### src/sv/egcd_pkg.sv
// Shared constants for the extended GCD block.
package egcd_pkg;

   // Default operand width handed to the datapath.
   localparam int OPERAND_WIDTH_DEFAULT = 31;

   // Fixed widths of the request and response fields.
   localparam int IN_WIDTH   = 31;
   localparam int GCD_WIDTH  = 31;
   localparam int COEF_WIDTH = 32;

endpackage

### src/sv/egcd_divider.sv
// Iterative restoring divider with shift-add products of the quotient and two coefficients.
module egcd_divider #(
   parameter int OPERAND_WIDTH = egcd_pkg::OPERAND_WIDTH_DEFAULT
) (
   input  logic                             clock,
   input  logic                             reset,
   input  logic                             start,
   input  logic [OPERAND_WIDTH-1:0]         dividend,
   input  logic [OPERAND_WIDTH-1:0]         divisor,
   input  logic [egcd_pkg::COEF_WIDTH-1:0]  mul_s,
   input  logic [egcd_pkg::COEF_WIDTH-1:0]  mul_t,
   output logic                             done,
   output logic [OPERAND_WIDTH-1:0]         remainder,
   output logic [egcd_pkg::COEF_WIDTH-1:0]  prod_s,
   output logic [egcd_pkg::COEF_WIDTH-1:0]  prod_t
);

   localparam int CntW  = $clog2(OPERAND_WIDTH + 1);
   localparam int CoefW = egcd_pkg::COEF_WIDTH;

   logic                     active_ff, active_in;
   logic                     done_ff, done_in;
   logic [CntW-1:0]          cnt_ff, cnt_in;
   logic [OPERAND_WIDTH-1:0] rem_ff, rem_in;
   logic [OPERAND_WIDTH-1:0] num_ff, num_in;
   logic [CoefW-1:0]         acc_s_ff, acc_s_in;
   logic [CoefW-1:0]         acc_t_ff, acc_t_in;

   logic [OPERAND_WIDTH:0]   trial;
   logic [OPERAND_WIDTH:0]   diff;
   logic                     q_bit;

   // One quotient bit per cycle, most significant first.
   assign trial = {rem_ff, num_ff[OPERAND_WIDTH-1]};
   assign diff  = trial - {1'b0, divisor};
   assign q_bit = (trial >= {1'b0, divisor});

   always_comb begin
      active_in = active_ff;
      done_in   = 1'b0;
      cnt_in    = cnt_ff;
      rem_in    = rem_ff;
      num_in    = num_ff;
      acc_s_in  = acc_s_ff;
      acc_t_in  = acc_t_ff;
      if (start) begin
         active_in = 1'b1;
         cnt_in    = CntW'(OPERAND_WIDTH);
         rem_in    = '0;
         num_in    = dividend;
         acc_s_in  = '0;
         acc_t_in  = '0;
      end else if (active_ff) begin
         rem_in   = q_bit ? diff[OPERAND_WIDTH-1:0] : trial[OPERAND_WIDTH-1:0];
         num_in   = {num_ff[OPERAND_WIDTH-2:0], 1'b0};
         // The products accumulate modulo the coefficient width, as the quotient bits arrive.
         acc_s_in = {acc_s_ff[CoefW-2:0], 1'b0} + (q_bit ? mul_s : '0);
         acc_t_in = {acc_t_ff[CoefW-2:0], 1'b0} + (q_bit ? mul_t : '0);
         cnt_in   = cnt_ff - CntW'(1);
         if (cnt_ff == CntW'(1)) begin
            active_in = 1'b0;
            done_in   = 1'b1;
         end
      end
   end

   always_ff @(posedge clock) begin
      if (reset) begin
         active_ff <= 1'b0;
         done_ff   <= 1'b0;
         cnt_ff    <= '0;
      end else begin
         active_ff <= active_in;
         done_ff   <= done_in;
         cnt_ff    <= cnt_in;
      end
      rem_ff   <= rem_in;
      num_ff   <= num_in;
      acc_s_ff <= acc_s_in;
      acc_t_ff <= acc_t_in;
   end

   assign done      = done_ff;
   assign remainder = rem_ff;
   assign prod_s    = acc_s_ff;
   assign prod_t    = acc_t_ff;

endmodule

### src/sv/extended_gcd.sv
// Top level of the extended GCD block: sequencer, remainder and coefficient registers.
//
// Usage: drive req_a_value and req_b_value and raise start while busy is low; the
// operands are transferred at that clock edge and busy rises in the next cycle.
// The block then runs the extended Euclidean algorithm and, once done, pulses
// rsp_valid for exactly one cycle with rsp_gcd_value, rsp_coef_x and rsp_coef_y,
// where gcd = a*x + b*y. The response transfer happens at the edge that ends that
// cycle; the receiver cannot stall it, so the results must be captured then.
// Each quotient step passes through the check state and then the bit-serial
// divider, one quotient bit per cycle. When b is zero the check state responds at
// once, without starting the divider.
// Only one item is in flight; busy stays low from the cycle rsp_valid is high, so
// a new start may be given in the same cycle as the response.
// Reset is synchronous and active high: it returns the sequencer to idle and
// drops busy and rsp_valid; an item in flight is abandoned.
module extended_gcd #(
   parameter int OPERAND_WIDTH = egcd_pkg::OPERAND_WIDTH_DEFAULT
) (
   input  logic                                   clock,
   input  logic                                   reset,
   input  logic                                   start,
   input  logic [egcd_pkg::IN_WIDTH-1:0]          req_a_value,
   input  logic [egcd_pkg::IN_WIDTH-1:0]          req_b_value,
   output logic                                   busy,
   output logic                                   rsp_valid,
   output logic [egcd_pkg::GCD_WIDTH-1:0]         rsp_gcd_value,
   output logic signed [egcd_pkg::COEF_WIDTH-1:0] rsp_coef_x,
   output logic signed [egcd_pkg::COEF_WIDTH-1:0] rsp_coef_y
);

   localparam int CoefW = egcd_pkg::COEF_WIDTH;
   localparam int GcdW  = egcd_pkg::GCD_WIDTH;

   // Sequencer states.
   localparam logic [1:0] StIdle  = 2'd0;
   localparam logic [1:0] StCheck = 2'd1;
   localparam logic [1:0] StDiv   = 2'd2;

   logic [1:0]               state_ff, state_in;
   logic [OPERAND_WIDTH-1:0] r_prev_ff, r_prev_in;
   logic [OPERAND_WIDTH-1:0] r_cur_ff, r_cur_in;
   logic [CoefW-1:0]         s_prev_ff, s_prev_in;
   logic [CoefW-1:0]         s_cur_ff, s_cur_in;
   logic [CoefW-1:0]         t_prev_ff, t_prev_in;
   logic [CoefW-1:0]         t_cur_ff, t_cur_in;
   logic                     rsp_valid_ff, rsp_valid_in;
   logic [GcdW-1:0]          gcd_ff, gcd_in;
   logic [CoefW-1:0]         coef_x_ff, coef_x_in;
   logic [CoefW-1:0]         coef_y_ff, coef_y_in;

   logic                     accept;
   logic                     div_start;
   logic                     div_done;
   logic [OPERAND_WIDTH-1:0] div_rem;
   logic [CoefW-1:0]         prod_s;
   logic [CoefW-1:0]         prod_t;

   assign busy   = (state_ff != StIdle);
   assign accept = start && !busy;

   // The shared divider produces the remainder r_prev mod r_cur and, alongside,
   // the low coefficient bits of q*s_cur and q*t_cur. Coefficients are kept
   // modulo 2^32; only their low 32 bits are ever reported, so that is exact.
   egcd_divider #(
      .OPERAND_WIDTH(OPERAND_WIDTH)
   ) u_divider (
      .clock    (clock),
      .reset    (reset),
      .start    (div_start),
      .dividend (r_prev_ff),
      .divisor  (r_cur_ff),
      .mul_s    (s_cur_ff),
      .mul_t    (t_cur_ff),
      .done     (div_done),
      .remainder(div_rem),
      .prod_s   (prod_s),
      .prod_t   (prod_t)
   );

   always_comb begin
      state_in     = state_ff;
      r_prev_in    = r_prev_ff;
      r_cur_in     = r_cur_ff;
      s_prev_in    = s_prev_ff;
      s_cur_in     = s_cur_ff;
      t_prev_in    = t_prev_ff;
      t_cur_in     = t_cur_ff;
      rsp_valid_in = 1'b0;
      gcd_in       = gcd_ff;
      coef_x_in    = coef_x_ff;
      coef_y_in    = coef_y_ff;
      div_start    = 1'b0;
      unique case (state_ff)
         StIdle: begin
            if (accept) begin
               // Operands are truncated or zero-extended to the datapath width.
               r_prev_in = OPERAND_WIDTH'(req_a_value);
               r_cur_in  = OPERAND_WIDTH'(req_b_value);
               s_prev_in = CoefW'(1);
               s_cur_in  = '0;
               t_prev_in = '0;
               t_cur_in  = CoefW'(1);
               state_in  = StCheck;
            end
         end
         StCheck: begin
            if (r_cur_ff == '0) begin
               // The last non-zero remainder is the gcd; a zero b lands here at once.
               rsp_valid_in = 1'b1;
               gcd_in       = GcdW'(r_prev_ff);
               coef_x_in    = s_prev_ff;
               coef_y_in    = t_prev_ff;
               state_in     = StIdle;
            end else begin
               div_start = 1'b1;
               state_in  = StDiv;
            end
         end
         StDiv: begin
            if (div_done) begin
               r_prev_in = r_cur_ff;
               r_cur_in  = div_rem;
               s_prev_in = s_cur_ff;
               s_cur_in  = s_prev_ff - prod_s;
               t_prev_in = t_cur_ff;
               t_cur_in  = t_prev_ff - prod_t;
               state_in  = StCheck;
            end
         end
         default: begin
            state_in = StIdle;
         end
      endcase
   end

   always_ff @(posedge clock) begin
      if (reset) begin
         state_ff     <= StIdle;
         rsp_valid_ff <= 1'b0;
      end else begin
         state_ff     <= state_in;
         rsp_valid_ff <= rsp_valid_in;
      end
      r_prev_ff <= r_prev_in;
      r_cur_ff  <= r_cur_in;
      s_prev_ff <= s_prev_in;
      s_cur_ff  <= s_cur_in;
      t_prev_ff <= t_prev_in;
      t_cur_ff  <= t_cur_in;
      gcd_ff    <= gcd_in;
      coef_x_ff <= coef_x_in;
      coef_y_ff <= coef_y_in;
   end

   assign rsp_valid     = rsp_valid_ff;
   assign rsp_gcd_value = gcd_ff;
   assign rsp_coef_x    = $signed(coef_x_ff);
   assign rsp_coef_y    = $signed(coef_y_ff);

`ifndef ASSERT_OFF
   a_rsp_not_busy: assert property (@(posedge clock) disable iff (reset)
      rsp_valid |-> !busy)
      else $error("response strobe while the sequencer is still busy");

   a_done_in_div: assert property (@(posedge clock) disable iff (reset)
      div_done |-> (state_ff == StDiv))
      else $error("divider finished outside the divide state");

   a_accept_check: assert property (@(posedge clock) disable iff (reset)
      accept |=> (state_ff == StCheck))
      else $error("accepted request did not enter the check state");

   a_finish_rsp: assert property (@(posedge clock) disable iff (reset)
      (state_ff == StCheck) && (r_cur_ff == '0) |=> rsp_valid)
      else $error("zero remainder did not produce a response");

   a_div_start_once: assert property (@(posedge clock) disable iff (reset)
      div_start |=> !div_start && (state_ff == StDiv))
      else $error("divider restarted while a division runs");
`endif

endmodule
### config.mk
export PLATFORM = sky130hd
export DESIGN_NAME = extended_gcd
export DESIGN_NICKNAME = d
export VERILOG_FILES = /design/src/sv/egcd_pkg.sv /design/src/sv/egcd_divider.sv /design/src/sv/extended_gcd.sv
export SDC_FILE = /design/constraint.sdc
export NUM_CORES = 1
export LEC_CHECK = 0
export ABC_AREA = 1
export BUFFER_PORTS_ARGS = -buffer_cell sky130_fd_sc_hd__buf_2
export CORE_MARGIN = 4
export CORE_UTILIZATION = 30
export DETAILED_ROUTE_END_ITERATION = 6
export GPL_TIMING_DRIVEN = 0
export PLACE_DENSITY = 0.46
export RECOVER_POWER = 50
export SETUP_SLACK_MARGIN = 0.4
export SYNTH_ARGS = -nofsm -noshare
export SYNTH_HDL_FRONTEND = slang
export SYNTH_SLANG_ARGS = --single-unit
### constraint.sdc
create_clock -name clock -period 17.6 [get_ports clock]
set_input_delay 0.88 -clock clock [delete_from_list [all_inputs] [get_ports clock]]
set_output_delay 0.88 -clock clock [all_outputs]
set_load 0.02 [all_outputs]
==> metrics.txt <==
Post-Syn Nets 3,235; post-cts resize count 0; # rows roughly 110; worst reg2reg path depth 24; CTS tree built; final setup fails 0; clk slew on worst S/H paths roughly 0.060 ns; leak pwr between 10 and 15 nW; post-route clock skew 0.0176 ns; final setup TNS 0 ns; mapped cell area 24,900 µm²; CTS Sinks roughly 420; setup bufs post-CTS 0; routed len/inst 19.2 µm; PD cells 166 nW/µm²; H-tree depth 2; Synth top cells by count nand2_1, inv_1, nor2_1; remaining antenna violation count 0; R2R Path Start r_cur_ff[18]; Syn Inst Count 3,010; Clock Path Buffers 3; layout cells sized above 1 7.74%; Worst setup EP type register; Post-Route WL 83.9 mm; PortBufs 160; clk_lat worst skew approximately 0.61 ns; area delta synth->final 16.3%; failing checks max-capacitance violations, max-slew violations; # Max-Cap Violations 1; final period utilization 31.7%; hpwl dp approximately 66 mm; # hold bufs at CTS 0; Critical Path RT between 15 and 20 ns; DRC Markers 0; Filler cells 8,697; CTS buffer count between 50 and 60; largest net degree at the start of global routing around 40; Initial Util a little under a third; max_slew headroom -0.463%; mean post-synth cell area around 8.3 µm²; Nets ~3.5k; CP Class register to register; Worst Path Arrival between 6 and 7 ns; CTS root buf clkbuf_16; Post-synth EDFFs between 300 and 400; die height about 300 µm; Vias/cell 4.79; #FFs+latches synth 421; hold slack 0.444 ns; hold path startpoint r_prev_ff[14]; top cell type's share of synthesized area a little under two fifths; Hold Vio Cnt, Final 0; Async SR Flop Fraction 0%; full die area 87,500 µm²; total core area 82,100 µm²; VDD IR max just over 70 µV; Ys Warns 0; Tightest Pin Transition approximately 1.5 ns; hold path depth 0; total number of vias around 21k; Worst Setup Start Kind register; RSZ-0062 raised after global routing no; num ports 162; hold endpoint rsp_gcd_value[14]; Die W 296 µm; fmax approximately 0.18 GHz; Placer Congestion 0.947; initial antenna violation count 2; Slew Viols, Final 6; most frequent cell after synthesis nand2_1; post-synth top area cell edfxtp_1; total grt overflow 0; Cell variety after synth between 40 and 50; GRT Util Overall between 10% and 20%; first-pass GRT wire length between 100 and 150 mm; outcome finished with violations; Period minus WS final 5.58 ns; vias in the first global route roughly 20k; Crit Path Max Fanout 10; ys flop type edfxtp_1; crit path from r_cur_ff[18]; reg2reg setup slack around 12 ns; Seq/Total Area, Yosys 46.6%; HP Class register to register; reg2reg end u_divider.prod_t[31]; DRT Pass-1 Iters 6; Starting DRT DRC Count ~1.6k; Area contributors post-synth edfxtp_1, nand2_1, dfxtp_1, ha_1, inv_1
==> stage by stage <==
step	worst slack, ns	std cells	utilization [%]	power [mW]	cell area (µm²)
6_report	12.02	4368	35.2	4.81	28900
5_1_grt	11.66	4366	35.2	5.17	28900
4_1_cts	13.15	4366	35.5	4.86	29100
3_5_place_dp	13.18	4264	33.3	3.69	27300
3_3_place_gp	-6.00	4240	32.9	3.73	27000
2_1_floorplan	2.84	3010	-	3.04	24900
==> flip-flops by register name (all words and copies together), names as in the netlist, 32 cells and up <==
name,flops
s_prev_ff,32
t_cur_ff,32
rsp_coef_x,32
u_divider.prod_t,32
rsp_coef_y,32
u_divider.prod_s,32
s_cur_ff,32
t_prev_ff,32
==> how the worst max path moves through the flow <==
stage | to | depth (start not counted)
2_1_floorplan | r_cur_ff[0] | 2
3_3_place_gp | t_cur_ff[17] | 5
3_5_place_dp | u_divider.prod_t[31] | 22
4_1_cts | u_divider.prod_t[31] | 22
5_1_grt | u_divider.prod_t[29] | 23
6_report | u_divider.prod_t[31] | 24
==> final cells by class <==
class                           instances  area [µm²]  area share (%)
Antenna cell                            2        5.00          0.0173
Buffer                                 68         364            1.26
Clock buffer                           66        1470            5.09
Clock inverter                         36         349            1.21
Inverter                              387        1450            5.02
Multi-Input combinational cell       2134       11400            39.5
Sequential cell                       421       11600            40.1
Tap cell                             1070        1340            4.63
Timing Repair Buffer                  184         927            3.21
==> power breakdown <==
group	switching, mW	leakage (nW)	internal [mW]
sequential	0.128	3.92	1.33
clock	0.465	0.871	0.681
combinational	1.52	7.13	0.682
==> layer usage <==
layer  up-vias  global-route usage (%)  wire, µm
met4         0                    5.30      2240
met3       113                    2.47      3880
met5         -                       0         0
met2       443                    31.5     38700
li1      10600                       -         -
met1      9776                    25.6     39000
==> placed cells by master (no fill, tap or decap), types with 11 or more instances in the layout <==
master	netlist	routed
nor4_1	14	14
nor3_1	41	40
clkinv_1	0	11
o21ai_0	194	203
o21bai_1	18	18
nor2_4	52	52
edfxtp_1	316	316
ha_1	155	155
o21ai_1	35	27
buf_2	16	76
nand3_1	125	125
dfxtp_1	105	105
clkbuf_16	0	57
xor2_1	21	21
clkbuf_1	33	156
inv_1	378	379
nor2_1	334	335
o211ai_1	21	21
o22ai_1	38	38
nand2_1	721	723
o21a_1	16	16
xnor2_1	19	19
buf_6	1	13
a21oi_1	253	253
nand4_1	18	18
a21o_1	16	16
==> kinds of logic (layout without fill, tap and decap cells) <==
kind of cell,Yosys count,in the layout,synth area share (%)
AOI/OAI and AO/OA,606,606,13.3
xor gates and xnor gates,40,40,1.41
adders and majority gates,160,160,8.20
buffers and inverters,455,741,7.43
DFF,421,421,46.6
other,0,2,0
and+or+nand+nor,1328,1328,23.1
==> worst max-delay path, cell delays in order (launching register included) <==
cell and delay (ns):
edfxtp_1 0.38, inv_1 0.15, ha_1 0.30, nand2_1 0.18
inv_1 0.06, nand2_1 0.06, nand2_1 0.08, nand2_1 0.07
nand3_1 0.13, a21oi_2 0.15, nand2_1 0.25, inv_1 0.23
clkbuf_1 1.12, buf_12 0.29, nor2_4 0.04, ha_1 0.21
fa_1 0.41, nand3_1 0.11, nand2_1 0.11, a21boi_1 0.31
o21ai_1 0.30, a21oi_1 0.27, nand3_1 0.11, nand3_1 0.08
nand2_1 0.05
(Power assumes the default switching activity.)
